**config.mk**
```make
export PLATFORM = sky130hd
export DESIGN_NAME = ifmt_back
export DESIGN_NICKNAME = d
export VERILOG_FILES = /design/src/rtl/ifmt_pkg.sv /design/src/rtl/ifmt_back.sv
export SDC_FILE = /design/constraint.sdc
export NUM_CORES = 1
export LEC_CHECK = 0
export ABC_AREA = 1
export BUFFER_PORTS_ARGS = -buffer_cell sky130_fd_sc_hd__buf_2
export CELL_PAD_IN_SITES_DETAIL_PLACEMENT = 0
export CELL_PAD_IN_SITES_GLOBAL_PLACEMENT = 1
export CORE_ASPECT_RATIO = 0.7
export CORE_MARGIN = 4
export CORE_UTILIZATION = 42
export CTS_CLUSTER_SIZE = 16
export DETAILED_ROUTE_END_ITERATION = 8
export PLACE_DENSITY_LB_ADDON = 0.1
export SLEW_MARGIN = 20
export SYNTH_ARGS = -nofsm -noshare
export SYNTH_HDL_FRONTEND = slang
export SYNTH_SLANG_ARGS = --single-unit
```
**constraint.sdc**
```tcl
create_clock -name clk -period 12.57 [get_ports clk]
set_clock_uncertainty 0.1 [all_clocks]
set_input_delay 2.514 -clock clk [delete_from_list [all_inputs] [get_ports clk]]
set_output_delay 2.514 -clock clk [all_outputs]
set_load 0.05 [all_outputs]
```
**src/rtl/ifmt_pkg.sv**
```systemverilog
// Shared types, constants and helper functions of the integer field formatter.
// Used by every module of the block but the checker; depends on nothing else.

package ifmt_pkg;

  // Field limits.
  localparam int MAX_FIELD   = 62;
  localparam int DIGIT_BUF   = 32;
  localparam int DIGIT_W     = 4;
  localparam int DIG_VEC_W   = DIGIT_BUF * DIGIT_W;
  localparam int LEN_W       = $clog2(DIGIT_BUF + 1);
  localparam int CNT_W       = 6;
  localparam int POS_W       = 7;

  // Queue between the front and back parts.
  localparam int QUEUE_DEPTH = 2;
  localparam int QPTR_W      = $clog2(QUEUE_DEPTH);
  localparam int QCNT_W      = $clog2(QUEUE_DEPTH + 1);

  // Reciprocal of ten for an exact 32-bit quotient: q = (v * RECIP10) >> RECIP10_SH.
  localparam logic [31:0] RECIP10    = 32'hCCCC_CCCD;
  localparam int          RECIP10_SH = 35;

  // ASCII codes.
  localparam logic [6:0] CH_SPACE = 7'h20;
  localparam logic [6:0] CH_ZERO  = 7'h30;
  localparam logic [6:0] CH_X_LO  = 7'h78;
  localparam logic [6:0] CH_X_UP  = 7'h58;
  localparam logic [6:0] CH_A_LO  = 7'h61;
  localparam logic [6:0] CH_A_UP  = 7'h41;

  // Radix codes; unlisted codes act as decimal.
  typedef enum logic [2:0] {
    RADIX_DEC    = 3'd0,
    RADIX_HEX_LO = 3'd1,
    RADIX_HEX_UP = 3'd2,
    RADIX_OCT    = 3'd3,
    RADIX_BIN    = 3'd4
  } radix_t;

  // One formatted field as handed from the front to the back part.
  // Digits sit most significant first from the bottom nibble upwards.
  // The *_end values are character positions where each section stops.
  typedef struct packed {
    logic [DIG_VEC_W-1:0] digits;
    logic                 upper;
    logic [POS_W-1:0]     lead_end;
    logic [POS_W-1:0]     pre_end;
    logic [POS_W-1:0]     zero_end;
    logic [POS_W-1:0]     dig_end;
    logic [POS_W-1:0]     last_pos;
  } ifmt_job_t;

  // Saturate a signed length field at the maximum field size.
  function automatic logic signed [6:0] sat_len(input logic signed [6:0] raw);
    logic signed [6:0] lim;
    lim = 7'(MAX_FIELD);
    return (raw > lim) ? lim : raw;
  endfunction

  // ASCII character of one digit.
  function automatic logic [6:0] digit_char(input logic [DIGIT_W-1:0] d, input logic upper);
    logic [6:0] base;
    base = upper ? CH_A_UP : CH_A_LO;
    if (d < 4'd10) begin
      return CH_ZERO + 7'(d);
    end
    return base + 7'(d - 4'd10);
  endfunction

endpackage

```
**src/rtl/ifmt_back.sv**
```systemverilog
// Back part of the integer field formatter: emits the characters of each
// queued job, one per cycle, from registered outputs. Uses ifmt_pkg.

module ifmt_back (
  input  logic                clk,
  input  logic                rst,
  input  logic                queue_empty,
  input  ifmt_pkg::ifmt_job_t queue_job,
  output logic                pop,
  output logic                char_valid,
  output logic [6:0]          out_char,
  output logic                last_char
);
  import ifmt_pkg::*;

  ifmt_job_t        job;
  logic             active;
  logic [POS_W-1:0] pos;

  logic [6:0]       ch;
  logic             at_last;
  logic             in_digits;

  // Character at the current position.
  always_comb begin
    in_digits = 1'b0;
    if (pos < job.lead_end) begin
      ch = CH_SPACE;
    end else if (pos < job.pre_end) begin
      if (pos == job.lead_end) begin
        ch = CH_ZERO;
      end else begin
        ch = job.upper ? CH_X_UP : CH_X_LO;
      end
    end else if (pos < job.zero_end) begin
      ch = CH_ZERO;
    end else if (pos < job.dig_end) begin
      ch        = digit_char(job.digits[DIGIT_W-1:0], job.upper);
      in_digits = 1'b1;
    end else begin
      ch = CH_SPACE;
    end
  end

  assign at_last = (pos == job.last_pos);
  assign pop     = !queue_empty && (!active || at_last);

  // Job register, position counter and output register.
  always_ff @(posedge clk) begin
    if (rst) begin
      active     <= 1'b0;
      char_valid <= 1'b0;
      last_char  <= 1'b0;
    end else begin
      char_valid <= active;
      last_char  <= active && at_last;
      out_char   <= ch;
      if (pop) begin
        job    <= queue_job;
        pos    <= '0;
        active <= 1'b1;
      end else if (active) begin
        if (at_last) begin
          active <= 1'b0;
        end
        pos <= pos + POS_W'(1);
        if (in_digits) begin
          job.digits <= job.digits >> DIGIT_W;
        end
      end
    end
  end

endmodule

```
==> impl_metrics.json <==
{
  "status": "finished clean",
  "cp_top_family": "buffers and inverters",
  "p_leak_nw": 4.70,
  "cap_viol_max_count": 0,
  "num_rows": 43,
  "grt_use_met2_pct": 23.7,
  "cp.required_ns": 9.96,
  "slowest_delay_ns": 0.48,
  "cts_tree": "built",
  "vias_per_cell": 4.70,
  "hpwl_mm": 12.5,
  "yosysSeqAreaShare_pct": 63.8,
  "hp-start": "job[73]$_DFFE_PP_",
  "synth.distinct_cells": 22,
  "yosysMostFrequentCell": "nand2_1",
  "gp_congestion": 0.834,
  "die_w_microns": 178,
  "cts_max_level": 4,
  "crit_start": "queue_empty",
  "cts_resized": 0,
  "setup_viol": 0,
  "crit_chain": "buf_2, inv_4, nand2_4, clkinv_1, buf_2",
  "busiest_layer": "met1",
  "cts_sinks": 181,
  "routed-via-count": 6085,
  "cp_common_cell": "buf_2",
  "antenna_found_initial": 1,
  "yosys.area.top_type": "edfxtp_1",
  "arrival_ns": 4.19,
  "p_per_area_nw_per_um2": 136,
  "post-cts-setup-buffer-count": 0,
  "grt_pass1_vias": 5746,
  "clk_pin_slew_ns": 0.07,
  "ys.flop_type": "edfxtp_1",
  "peakVddDrop_mv": 0.0985,
  "drive_gt1_share_pct": 21.6,
  "grt_overflow": 0,
  "tightestPinTransition_ns": 1.02,
  "min_path_cells": 2,
  "slowest_stage": "inv_4",
  "r2r_cells": 7,
  "clkLatencyLatePin_ns": 0.43,
  "period_share_pct": 54.1,
  "cts-root-buf": "clkbuf_16",
  "first_pass_iters": 4,
  "initialDrtViolationCount": 479,
  "ys_ff_latch": 181,
  "netlist_top_cells_area": "edfxtp_1 63%, nand2_1 14%, nand3_1 7.8%, ha_1 4.7%, inv_1 3.0%",
  "io_pins": 177,
  "criticalPathCategory": "input port to output port",
  "ys_warn_count": 0,
  "synthCells": 850,
  "initial_core_util_pct": 42.8,
  "syn_area_per_cell_sq_um": 9.97,
  "antenna_left": 0,
  "n_fill_cell": 1918,
  "drc": 0,
  "core-area_sq_um": 19800,
  "grt_use_met3_pct": 3.75,
  "end_kind": "output port",
  "syn-cell-area_sq_um": 8480,
  "grt_max_degree": 85,
  "grt_first_pass_wirelength_mm": 29.4,
  "synth_edf_count": 178,
  "cts_buffer_depth": 2,
  "critPathMaxFanout": 65,
  "synthToLayoutAreaGrowth_pct": 19.9,
  "start_kind": "input port",
  "die_y_microns": 127,
  "fmax_mhz": 147,
  "async_flop_share_pct": 0,
  "crit_cells": 5,
  "wirelength_mm": 18.8,
  "r2r_start": "pos[4]$_SDFFCE_PN0P_",
  "hold_path_class": "flop to flop",
  "slew_headroom_pct": 31.6,
  "dieArea_sq_um": 22600,
  "cts_hold_buffers": 0,
  "slew_viol_final": 0,
  "port_buffers": 176,
  "synth_top_area_share_pct": 63.0,
  "hold_viol": 0,
  "wl_per_cell_microns": 14.5,
  "path_buf_inv": 4,
  "synth.net_count": 1049,
  "cts_made_buffers": 17,
  "synthTopCellsByCount": "322 x nand2_1, 178 x edfxtp_1, 132 x nand3_1",
  "power_mw": 1.38,
  "grt_use_met1_pct": 25.3,
  "rsz0062_at_grt": "no",
  "grt.total_usage_pct": 16.7,
  "num-nets-final": 1209,
  "fin_crit_ns": 6.80,
  "tns_ns": 0
}
## worst paths after layout
kind / endpoint / slack [ns]
hold reg to reg: job[69]$_DFFE_PP_ / 0.40
hold / removal: job[69]$_DFFE_PP_ / 0.40
setup / recovery: pop / 5.77
setup reg to reg: job[29]$_DFFE_PP_ / 8.56
## power by group
group	total [mW]	internal, mW	switching (mW)
Sequential	0.711	0.700	0.0114
Combinational	0.152	0.0545	0.0970
Clock	0.518	0.262	0.256
## routing by layer
| layer | share of wire (%) | wire length (microns) | up-vias |
|---|---|---|---|
| li1 | - | - | 3157 |
| met1 | 50 | 9460 | 2753 |
| met2 | 42 | 7980 | 157 |
| met3 | 5.7 | 1070 | 18 |
| met4 | 1.6 | 297 | 0 |
| met5 | 0 | 0 | - |
## worst min-delay path: stages, from the launching register on
cell      delay, ns
edfxtp_1       0.32
nand2_1        0.05
nand2_1        0.04
## metrics by stage
step	cells	util (%)	setup WS (ns)	cell area [sq um]	hold WS (ns)
after floorplan	850	-	2.61	8480	0.369
after global placement	1261	48.5	5.73	9600	0.391
after detailed placement	1261	48.5	5.71	9600	0.395
after CTS	1293	51.3	5.71	10200	0.412
after global routing	1294	51.4	5.59	10200	0.425
final	1294	51.4	5.77	10200	0.401
## cells by family (layout without fill, tap and decap cells)
group / Yosys count / in the layout / synth area share, %
AOI/OAI and AO/OA: 24 / 24 / 1.61
adders and majority gates: 32 / 32 / 4.72
other: 0 / 1 / 0
and+or+nand+nor: 493 / 493 / 23.9
DFF: 181 / 181 / 63.8
xor gates and xnor gates: 8 / 8 / 0.826
buffers and inverters: 112 / 285 / 5.19
## area by class of cell
class	count	area, sq um	share of cell area, %
Sequential cell	181	5410	53.2
Multi-Input combinational cell	557	2660	26.1
Timing Repair Buffer	182	926	9.11
Clock buffer	17	425	4.18
Tap cell	270	338	3.32
Inverter	71	269	2.65
Clock inverter	15	144	1.42
Antenna cell	1	2.50	0.0246
## placed cells by master (no fill, tap or decap)
cell	instances
o21ai_4	1
nand4_1	2
o21ai_0	6
nand2_1	321
clkinv_1	2
clkinv_2	1
diode_2	1
a21oi_1	14
clkinv_4	4
inv_6	3
nand3_1	132
inv_8	3
clkbuf_16	17
dfxtp_1	3
a21oi_4	1
inv_2	2
buf_2	176
ha_1	32
nand2_4	1
o21bai_1	1
inv_4	1
edfxtp_1	178
nor2_4	1
inv_1	67
buf_4	6
nor4_1	1
clkinvlp_4	1
xor2_1	3
xnor2_1	5
nor2_1	34
or2_2	1
a21o_1	1
clkinv_8	2
## flip-flops by register name, indices dropped and copies added (netlist names)
signal      flops
last_char       1
pos             7
job           164
char_valid      1
out_char        7
active          1
No activity file was read; power rests on OpenSTA's default activity.
