### src/rtl/ifmt_pkg.sv
// Shared types, constants and helper functions of the integer field formatter.
// Used by every module of the block but the checker; depends on nothing else.

package ifmt_pkg;

  // Field limits.
  localparam int MAX_FIELD   = 62;
  localparam int DIGIT_BUF   = 32;
  localparam int DIGIT_W     = 4;
  localparam int DIG_VEC_W   = DIGIT_BUF * DIGIT_W;
  localparam int LEN_W       = $clog2(DIGIT_BUF + 1);
  localparam int CNT_W       = 6;
  localparam int POS_W       = 7;

  // Queue between the front and back parts.
  localparam int QUEUE_DEPTH = 2;
  localparam int QPTR_W      = $clog2(QUEUE_DEPTH);
  localparam int QCNT_W      = $clog2(QUEUE_DEPTH + 1);

  // Reciprocal of ten for an exact 32-bit quotient: q = (v * RECIP10) >> RECIP10_SH.
  localparam logic [31:0] RECIP10    = 32'hCCCC_CCCD;
  localparam int          RECIP10_SH = 35;

  // ASCII codes.
  localparam logic [6:0] CH_SPACE = 7'h20;
  localparam logic [6:0] CH_ZERO  = 7'h30;
  localparam logic [6:0] CH_X_LO  = 7'h78;
  localparam logic [6:0] CH_X_UP  = 7'h58;
  localparam logic [6:0] CH_A_LO  = 7'h61;
  localparam logic [6:0] CH_A_UP  = 7'h41;

  // Radix codes; unlisted codes act as decimal.
  typedef enum logic [2:0] {
    RADIX_DEC    = 3'd0,
    RADIX_HEX_LO = 3'd1,
    RADIX_HEX_UP = 3'd2,
    RADIX_OCT    = 3'd3,
    RADIX_BIN    = 3'd4
  } radix_t;

  // One formatted field as handed from the front to the back part.
  // Digits sit most significant first from the bottom nibble upwards.
  // The *_end values are character positions where each section stops.
  typedef struct packed {
    logic [DIG_VEC_W-1:0] digits;
    logic                 upper;
    logic [POS_W-1:0]     lead_end;
    logic [POS_W-1:0]     pre_end;
    logic [POS_W-1:0]     zero_end;
    logic [POS_W-1:0]     dig_end;
    logic [POS_W-1:0]     last_pos;
  } ifmt_job_t;

  // Saturate a signed length field at the maximum field size.
  function automatic logic signed [6:0] sat_len(input logic signed [6:0] raw);
    logic signed [6:0] lim;
    lim = 7'(MAX_FIELD);
    return (raw > lim) ? lim : raw;
  endfunction

  // ASCII character of one digit.
  function automatic logic [6:0] digit_char(input logic [DIGIT_W-1:0] d, input logic upper);
    logic [6:0] base;
    base = upper ? CH_A_UP : CH_A_LO;
    if (d < 4'd10) begin
      return CH_ZERO + 7'(d);
    end
    return base + 7'(d - 4'd10);
  endfunction

endpackage

### src/rtl/ifmt_queue.sv
// Short queue of formatted jobs between the front and back parts.
// Uses ifmt_pkg for the job type and the depth.

module ifmt_queue (
  input  logic                clk,
  input  logic                rst,
  input  logic                push,
  input  ifmt_pkg::ifmt_job_t push_job,
  output logic                full,
  input  logic                pop,
  output ifmt_pkg::ifmt_job_t pop_job,
  output logic                empty
);
  import ifmt_pkg::*;

  ifmt_job_t         slots [QUEUE_DEPTH];
  logic [QPTR_W-1:0] wr_ptr;
  logic [QPTR_W-1:0] rd_ptr;
  logic [QCNT_W-1:0] count;

  assign full    = (count == QCNT_W'(QUEUE_DEPTH));
  assign empty   = (count == '0);
  assign pop_job = slots[rd_ptr];

  // Storage is written only on a push.
  always_ff @(posedge clk) begin
    if (push) begin
      slots[wr_ptr] <= push_job;
    end
  end

  // Pointers and occupancy.
  always_ff @(posedge clk) begin
    if (rst) begin
      wr_ptr <= '0;
      rd_ptr <= '0;
      count  <= '0;
    end else begin
      if (push) begin
        wr_ptr <= (wr_ptr == QPTR_W'(QUEUE_DEPTH - 1)) ? '0 : wr_ptr + QPTR_W'(1);
      end
      if (pop) begin
        rd_ptr <= (rd_ptr == QPTR_W'(QUEUE_DEPTH - 1)) ? '0 : rd_ptr + QPTR_W'(1);
      end
      if (push && !pop) begin
        count <= count + QCNT_W'(1);
      end else if (pop && !push) begin
        count <= count - QCNT_W'(1);
      end
    end
  end

endmodule

### config.mk
export PLATFORM = sky130hd
export DESIGN_NAME = ifmt_queue
export DESIGN_NICKNAME = d
export VERILOG_FILES = /design/src/rtl/ifmt_pkg.sv /design/src/rtl/ifmt_queue.sv
export SDC_FILE = /design/constraint.sdc
export NUM_CORES = 1
export LEC_CHECK = 0
export ABC_AREA = 0
export BUFFER_PORTS_ARGS = -buffer_cell sky130_fd_sc_hd__clkbuf_2
export CAP_MARGIN = 10
export CORE_UTILIZATION = 35
export DETAILED_ROUTE_END_ITERATION = 8
export MAX_ROUTING_LAYER = met4
export SETUP_SLACK_MARGIN = 0.3
export SLEW_MARGIN = 20
export SYNTH_ARGS = -nofsm -noshare
export SYNTH_HDL_FRONTEND = slang
export SYNTH_SLANG_ARGS = --single-unit
export TNS_END_PERCENT = 20
### constraint.sdc
create_clock -name clk -period 11.2 [get_ports clk]
set_clock_uncertainty 0.05 [all_clocks]
set_input_delay 2.24 -clock clk [delete_from_list [all_inputs] [get_ports clk]]
set_output_delay 2.24 -clock clk [all_outputs]
set_load 0.05 [all_outputs]
==> out/summary.txt, run 1 <==
relative slew slack: 34.1%
IO Count: 334
Required @ worst endpoint: 8.91 ns
die area: 0.0353 mm2
unrepaired setup endpoints after global routing: no
simple-gate share of the synthesized area: 0.382%
Leakage: 5.73 nW
most common cell after layout, fill and taps aside: clkbuf_2
Syn Nets: 701
row count: 67
Clock Sink Count: 333
f_max: 200 MHz
Cells after Synth: 532
Least-Margin Pin Slew: 0.988 ns
# hold bufs at CTS: 0
GPL Wtd Cong: 0.714
initial antenna violation count: 1
Post-Synth Adder-Cell Area: 0.103%
arrival time at the worst endpoint: 2.70 ns
run status: finished, final reports clean
CP Class: reg2out
max_cap viols: 0
Avg Cell Area, Syn: 22.8 um2
vias post-DR: 6129
R2R Path Start: wr_ptr
largest family of logic cells by synthesized area: multiplexers
Placement Setup Slack: 6.64 ns
PortBufs: 333
initial drt markers: 241
top cell type's share of synthesized area: 81.4%
maximum vdd ir drop: 144 uV
Seq cells post-synth: 333
# resized after CTS: 0
fin crit share: 44.6%
met2 routed WL: 11300 um
largest cells by area after synthesis: edfxtp_1, mux2_2, buf_6, dfxtp_1, nor2_1
dominant cell type by area after synthesis: edfxtp_1
design area: 0.0153 mm2
wire per inst: 17.0 um
worst setup margin: 6.21 ns
fin crit period: 4.99 ns
Initial Util: 35.8%
critical path peak fanout: 67
final hold violation count: 0
post-synthesis compound-gate area fraction: 0.0827%
die width: 188 um
Pwr Density: 199 mW/mm2
most common flop cell mapped by yosys: edfxtp_1
DR top layer: met4
layout cells sized above 1: 60.5%
final WL: 23200 um
commonest non-fill, non-tap cells in the layout: clkbuf_2, edfxtp_1, mux2_2, clkbuf_16, clkinv_1
min-delay worst type: reg2reg
Total GRT Usage: 13.2%
Setup Fix Bufs, Post-CTS: 0
Met1 Wirelength: 9280 um
post-synthesis mux area share: 15.3%
Layout area overhead: 26.0%
ys async rst share: 0%
Startpoint Class: register
CORE AREA: 0.0338 mm2
Post-synth EDFFs: 328
DR vias/cell: 4.50
final core occ: 45.2%
NumNets Final: 1059
setup_tns: 0 ns
Finished Layout Cells: 1362
hold path startpoint: count[1]
cts bufs inserted: 36
met3 routed WL: 2190 um
endpoint type of the worst setup path: output pin
CTS clk-pin slew, worst paths: 0.06 ns
placed cell area: 0.0142 mm2
Cell variety after synth: 15
Worst R2R Path Depth: 2
Slew Limit Fails: 0
sequential area share after synthesis: 82.2%
placed cell count: 1300
Filler cells: 2986
clock buffer depth: 3
Clock H-tree levels: 2
grt ovf: 0
first-pass GRT wire length: 35000 um
CTS root buffer: clkbuf_16
DP HPWL: 14800 um
post-synthesis cell area: 0.0121 mm2
Yosys warning count: 0
Final Setup Violations: 0
worst hold stages: 2
drt pass-1 iters: 4
Clk Latency, worst-skew pair: 0.49 ns
CTS tree: built
vias in the first global route: 6336
Antenna Nets Post-Route: 0
chip height: 188 um
Post-Synth XOR/XNOR Area: 0.289%
largest net degree at the start of global routing: 165
detailed-route DRC error count: 0
## sequential cells by signal, summed over array words and instances, names as in the netlist, named ones only
register / count
count: 2
rd_ptr: 1
slots: 328
wr_ptr: 1
## cell families after synthesis
logic type | count (synthesis)
buf+inv | 19
flops | 333
mux | 164
fa+ha+maj | 1
simple gates | 9
xor+xnor | 4
compound gates | 2
## power breakdown
group,switching [mW],internal [mW],leakage (nW)
clock network,0.439,0.624,0.522
registers,0.0204,1.46,3.12
logic,0.358,0.132,2.08
## final cells by class
class | count | area (um2) | area share [%]
tap | 448 | 561 | 3.67
inverter | 1 | 3.75 | 0.0246
multi-input combinational | 180 | 1960 | 12.9
sequential | 333 | 9950 | 65.3
clock inverter | 17 | 104 | 0.681
timing repair buffer | 338 | 1720 | 11.3
antenna | 1 | 2.50 | 0.0164
clock buffer | 44 | 952 | 6.24
## per-stage QoR
step                      hold slack, ns  power [mW]
after floorplan                    0.411        1.89
after global placement             0.434        2.00
after detailed placement           0.455        2.00
after CTS                          0.474        3.08
after global routing               0.499        3.14
final                              0.465        3.03
## critical path, stage by stage, from the launching register on
cell	delay, ns
dfxtp_4	0.66
buf_4	0.75
mux2_2	0.43
clkbuf_2	0.24
## final timing paths
path / end / slack (ns)
setup reg to reg: slots[1][25] / 8.91
hold reg to reg: count[1] / 0.46
hold / removal: count[1] / 0.46
setup / recovery: pop_job[133] / 6.21
## Yosys cell counts (2+ instances only)
cell type    n
mux2_2     164
edfxtp_1   328
dfxtp_1      5
nor2_1       5
xor2_1       2
buf_6       18
xnor2_1      2
## per-layer routing
layer	global-route usage (%)	up-vias
li1	-	2837
met1	15.7	3018
met2	20.9	240
met3	5.17	34
met4	3.56	0
met5	-	-
Power figures use the tool's default switching activity.
==> inputs of run 2 (changes only) <==
==> constraint.sdc (replaced) <==
create_clock -name clk -period 4.2 [get_ports clk]
set_clock_uncertainty 0.05 [all_clocks]
set_input_delay 0.84 -clock clk [delete_from_list [all_inputs] [get_ports clk]]
set_output_delay 0.84 -clock clk [all_outputs]
set_load 0.05 [all_outputs]
==> out/summary.txt, run 2 (synthesized netlist as in run 1, its figures left out) <==
Setup Fix Bufs, Post-CTS: 0
critical path peak fanout: 51
M3 GR Usage: 4.94%
fin crit share: 76.8%
Initial Util: 35.8%
Clock Sink Count: 333
Multi-input gate area: 0.00196 mm2
reg2reg end: slots[1][104]
final WL: 23900 um
Total GRT Usage: 13.6%
CP Class: reg2out
biggest regs: slots x328, count x2
commonest non-fill, non-tap cells in the layout: clkbuf_2, edfxtp_1, mux2_2, clkbuf_16, clkbuf_1
Slew Limit Fails: 0
Leakage: 5.77 nW
Startpoint Class: register
# resized after CTS: 0
IO Count: 334
fin crit period: 3.23 ns
die area: 0.0353 mm2
CTS root buffer: clkbuf_16
DR vias/cell: 4.49
layout cells sized above 1: 60.5%
Tot Pwr: 8.13 mW
Antenna Nets Post-Route: 0
Final Setup Violations: 0
max FFs per register: 328
grt ovf: 0
sequential cell area: 0.00995 mm2
routing usage on met1: 16.1%
Clk Latency, worst-skew pair: 0.50 ns
hold path startpoint: count[1]
DP HPWL: 15800 um
chip height: 188 um
initial drt markers: 195
worst hold stages: 2
GPL Wtd Cong: 0.768
clock buffer depth: 3
maximum vdd ir drop: 390 uV
run status: finished, final reports clean
first-pass GRT wire length: 35900 um
CORE AREA: 0.0338 mm2
cts bufs inserted: 36
detailed-route DRC error count: 0
Required @ worst endpoint: 3.31 ns
vias in the first global route: 6454
Clock H-tree levels: 2
vias post-DR: 6146
f_max: 310 MHz
largest net degree at the start of global routing: 85
PortBufs: 333
Worst R2R Path Depth: 2
reg-to-reg setup timing slack: 2.51 ns
Layout area overhead: 27.0%
arrival time at the worst endpoint: 2.34 ns
R2R Path Start: wr_ptr
min-delay worst type: reg2reg
max_cap viols: 0
drt pass-1 iters: 4
CTS clk-pin slew, worst paths: 0.06 ns
most common cell after layout, fill and taps aside: clkbuf_2
# hold bufs at CTS: 0
GR Layer Usage met2: 21.4%
relative slew slack: 47.3%
final hold violation count: 0
Pwr Density: 529 mW/mm2
endpoint type of the worst setup path: output pin
unrepaired setup endpoints after global routing: no
hold-critical path endpoint: count[1]
wire per inst: 17.5 um
Filler cells: 2987
die width: 188 um
NumNets Final: 1065
row count: 67
initial antenna violation count: 2
Least-Margin Pin Slew: 0.790 ns
CTS tree: built
Reg with most FFs: slots
GR peak layer: met2
final core occ: 45.5%
[run 2: cell types whose count changed in the layout (fill, tap and decap cells not counted), sizes merged]
cell,before,now
buf,5,11
clkinv,16,11
clkbuf,377,381
clkinvlp,0,1
diode,1,2
[run 2: per-layer routing]
metal	up-vias	share of wire (%)
met5	-	0
met4	0	2.3
met3	45	8.5
met2	239	48
met1	3015	41
li1	2847	-
[run 2: worst max-delay path by stage]
stage	endpoint	start	cells past startpoint
floorplan	slots[1][0]	push	1
global placement	pop_job[76]	register	3
detailed placement	pop_job[18]	register	3
CTS	pop_job[18]	register	3
global route	pop_job[76]	register	3
finish	pop_job[76]	register	3
[run 2: stage by stage]
stage | std cells | setup slack, ns | cell area (um2) | hold slack (ns) | setup TNS [ns]
after floorplan | 532 | -0.947 | 12100 | 0.411 | -155.34
after global placement | 1306 | 1.44 | 14300 | 0.439 | 0
after detailed placement | 1306 | 1.45 | 14300 | 0.452 | 0
after CTS | 1367 | 0.900 | 15400 | 0.451 | 0
after global routing | 1369 | 0.834 | 15400 | 0.449 | 0
final | 1369 | 0.975 | 15400 | 0.466 | 0
[run 2: cell type report]
cell class,instances,area share [%]
clock buffer,48,6.29
multi-input combinational,180,12.8
inverter,1,0.0244
clock inverter,13,0.553
sequential,333,64.7
timing repair buffer,344,11.9
antenna,2,0.0326
tap,448,3.65
[run 2: power breakdown]
group          total, mW  internal [mW]  switching, mW
clock network       2.86           1.67           1.19
logic               1.33          0.372          0.956
registers           3.94           3.88         0.0639
total               8.13           5.92           2.21
[run 2: worst max-delay path, stage by stage, from the launching register on]
cell and delay, ns:
dfxtp_4 0.87, buf_12 0.29, mux2_2 0.39, clkbuf_2 0.25
==> inputs of run 3 (changes only) <==
==> constraint.sdc (replaced) <==
create_clock -name clk -period 2.7 [get_ports clk]
set_clock_uncertainty 0.05 [all_clocks]
set_input_delay 0.54 -clock clk [delete_from_list [all_inputs] [get_ports clk]]
set_output_delay 0.54 -clock clk [all_outputs]
set_load 0.05 [all_outputs]
==> out/summary.txt, run 3 (synthesized netlist as in run 1, its figures left out) <==
Final Setup Violations: 0
Total GRT Usage: 14.6%
CTS clk-pin slew, worst paths: 0.06 ns
arrival time at the worst endpoint: 1.85 ns
Startpoint Class: register
DR vias/cell: 4.54
detailed-route DRC error count: 0
biggest regs: slots x328, count x2
die width: 188 um
Layout area overhead: 35.7%
Tot Pwr: 13.3 mW
run status: finished, final reports clean
Clock Sink Count: 333
Required @ worst endpoint: 2.11 ns
max FFs per register: 328
Slew Limit Fails: 0
grt ovf: 0
vias post-DR: 6295
DP HPWL: 16100 um
Antenna Nets Post-Route: 0
CTS root buffer: clkbuf_16
f_max: 410 MHz
maximum vdd ir drop: 720 uV
Initial Util: 35.8%
critical path peak fanout: 10
initial antenna violation count: 0
Top delay family on crit path: buffers and inverters
layout cells sized above 1: 61.4%
commonest non-fill, non-tap cells in the layout: edfxtp_1, clkbuf_2, mux2_2, clkbuf_8, buf_4
endpoint type of the worst setup path: output pin
IO Count: 334
antenna cells: 0
Reg with most FFs: slots
wire per inst: 18.7 um
final hold violation count: 0
unrepaired setup endpoints after global routing: yes
vias in the first global route: 6648
relative slew slack: 68.4%
PortBufs: 333
initial drt markers: 278
CTS tree: built
fin crit share: 90.2%
most used cell, CP: buf_4
Clk Latency, worst-skew pair: 0.51 ns
largest stage delay on the critical path: 0.44 ns
NumNets Final: 1082
Least-Margin Pin Slew: 0.474 ns
max_cap viols: 0
cts bufs inserted: 36
fin crit period: 2.44 ns
CP Class: reg2out
largest net degree at the start of global routing: 78
worst path bufs/invs: 3
most common cell after layout, fill and taps aside: edfxtp_1
CORE AREA: 0.0338 mm2
final WL: 26000 um
min-delay worst type: in2reg
clock buffer depth: 3
final core occ: 48.6%
chip height: 188 um
Pwr Density: 807 mW/mm2
Placement Setup Slack: 0.612 ns
die area: 0.0353 mm2
GPL Wtd Cong: 0.735
first-pass GRT wire length: 38100 um
WHS: 0.163 ns
critical path, cell by cell: buf_4, clkbuf_16, mux2_2, buf_4
row count: 67
worst setup margin: 0.263 ns
Leakage: 6.18 nW
drt pass-1 iters: 4
Clock H-tree levels: 2
CP max stage cell: dfxtp_4
==> run 3: cell count changes in the layout (fill, tap and decap cells not counted), moves of 5 or more <==
cell and change:
clkbuf_4 +29, buf_4 +39, clkbuf_2 -121, mux2_2 -5
buf_6 +9, mux2_4 +5, clkbuf_1 -5, clkinv_1 +5
clkbuf_8 +44, buf_16 +6
==> run 3: final cells by class <==
| type | instances | area, um2 |
|---|---|---|
| clock buffer | 43 | 948 |
| clock inverter | 22 | 185 |
| fill | 2871 | 17400 |
| inverter | 1 | 3.75 |
| multi-input combinational | 180 | 1980 |
| sequential | 333 | 9950 |
| tap | 448 | 561 |
| timing repair buffer | 361 | 2800 |
==> run 3: path summary, 6_finish.rpt <==
| kind | from | to | slack, ns | cells past startpoint |
|---|---|---|---|---|
| max | register | pop_job[133] | 0.26 | 4 |
| min reg2reg | rd_ptr | rd_ptr | 0.47 | 2 |
| min | push_job[82] | slots[1][82] | 0.16 | 1 |
| max reg2reg | wr_ptr | slots[1][155] | 1.09 | 2 |
==> run 3: repair_timing <==
| action | in CTS | in global routing |
|---|---|---|
| cloned | 4 | 4 |
| buffers inserted | 5 | 0 |
| resized for setup | 170 | 82 |
| setup endpoints to repair | 159 | 164 |
| hold buffers | 0 | 0 |
==> run 3: power by group <==
group | internal (mW) | total, mW | switching [mW] | leakage (nW)
clock | 2.80 | 4.70 | 1.90 | 0.552
combinational | 0.872 | 2.46 | 1.58 | 2.51
sequential | 6.03 | 6.11 | 0.0722 | 3.12
total | 9.70 | 13.3 | 3.56 | 6.18
==> run 3: stage by stage <==
step                TNS (ns)  area (um2)  std cells
global route               0       16400       1388
finish                     0       16400       1388
detailed placement         0       14300       1310
floorplan            -187.66       12100        532
CTS                        0       16200       1384
global placement           0       14300       1310
==> run 3: routing by layer <==
layer  share of wire (%)  global-route usage (%)  vias to the layer above
li1                    -                       -                     2899
met1                  40                    17.2                     3135
met2                  50                    23.7                      218
met3                 7.8                    5.02                       43
met4                 2.0                    4.03                        0
met5                   0                       -                        -
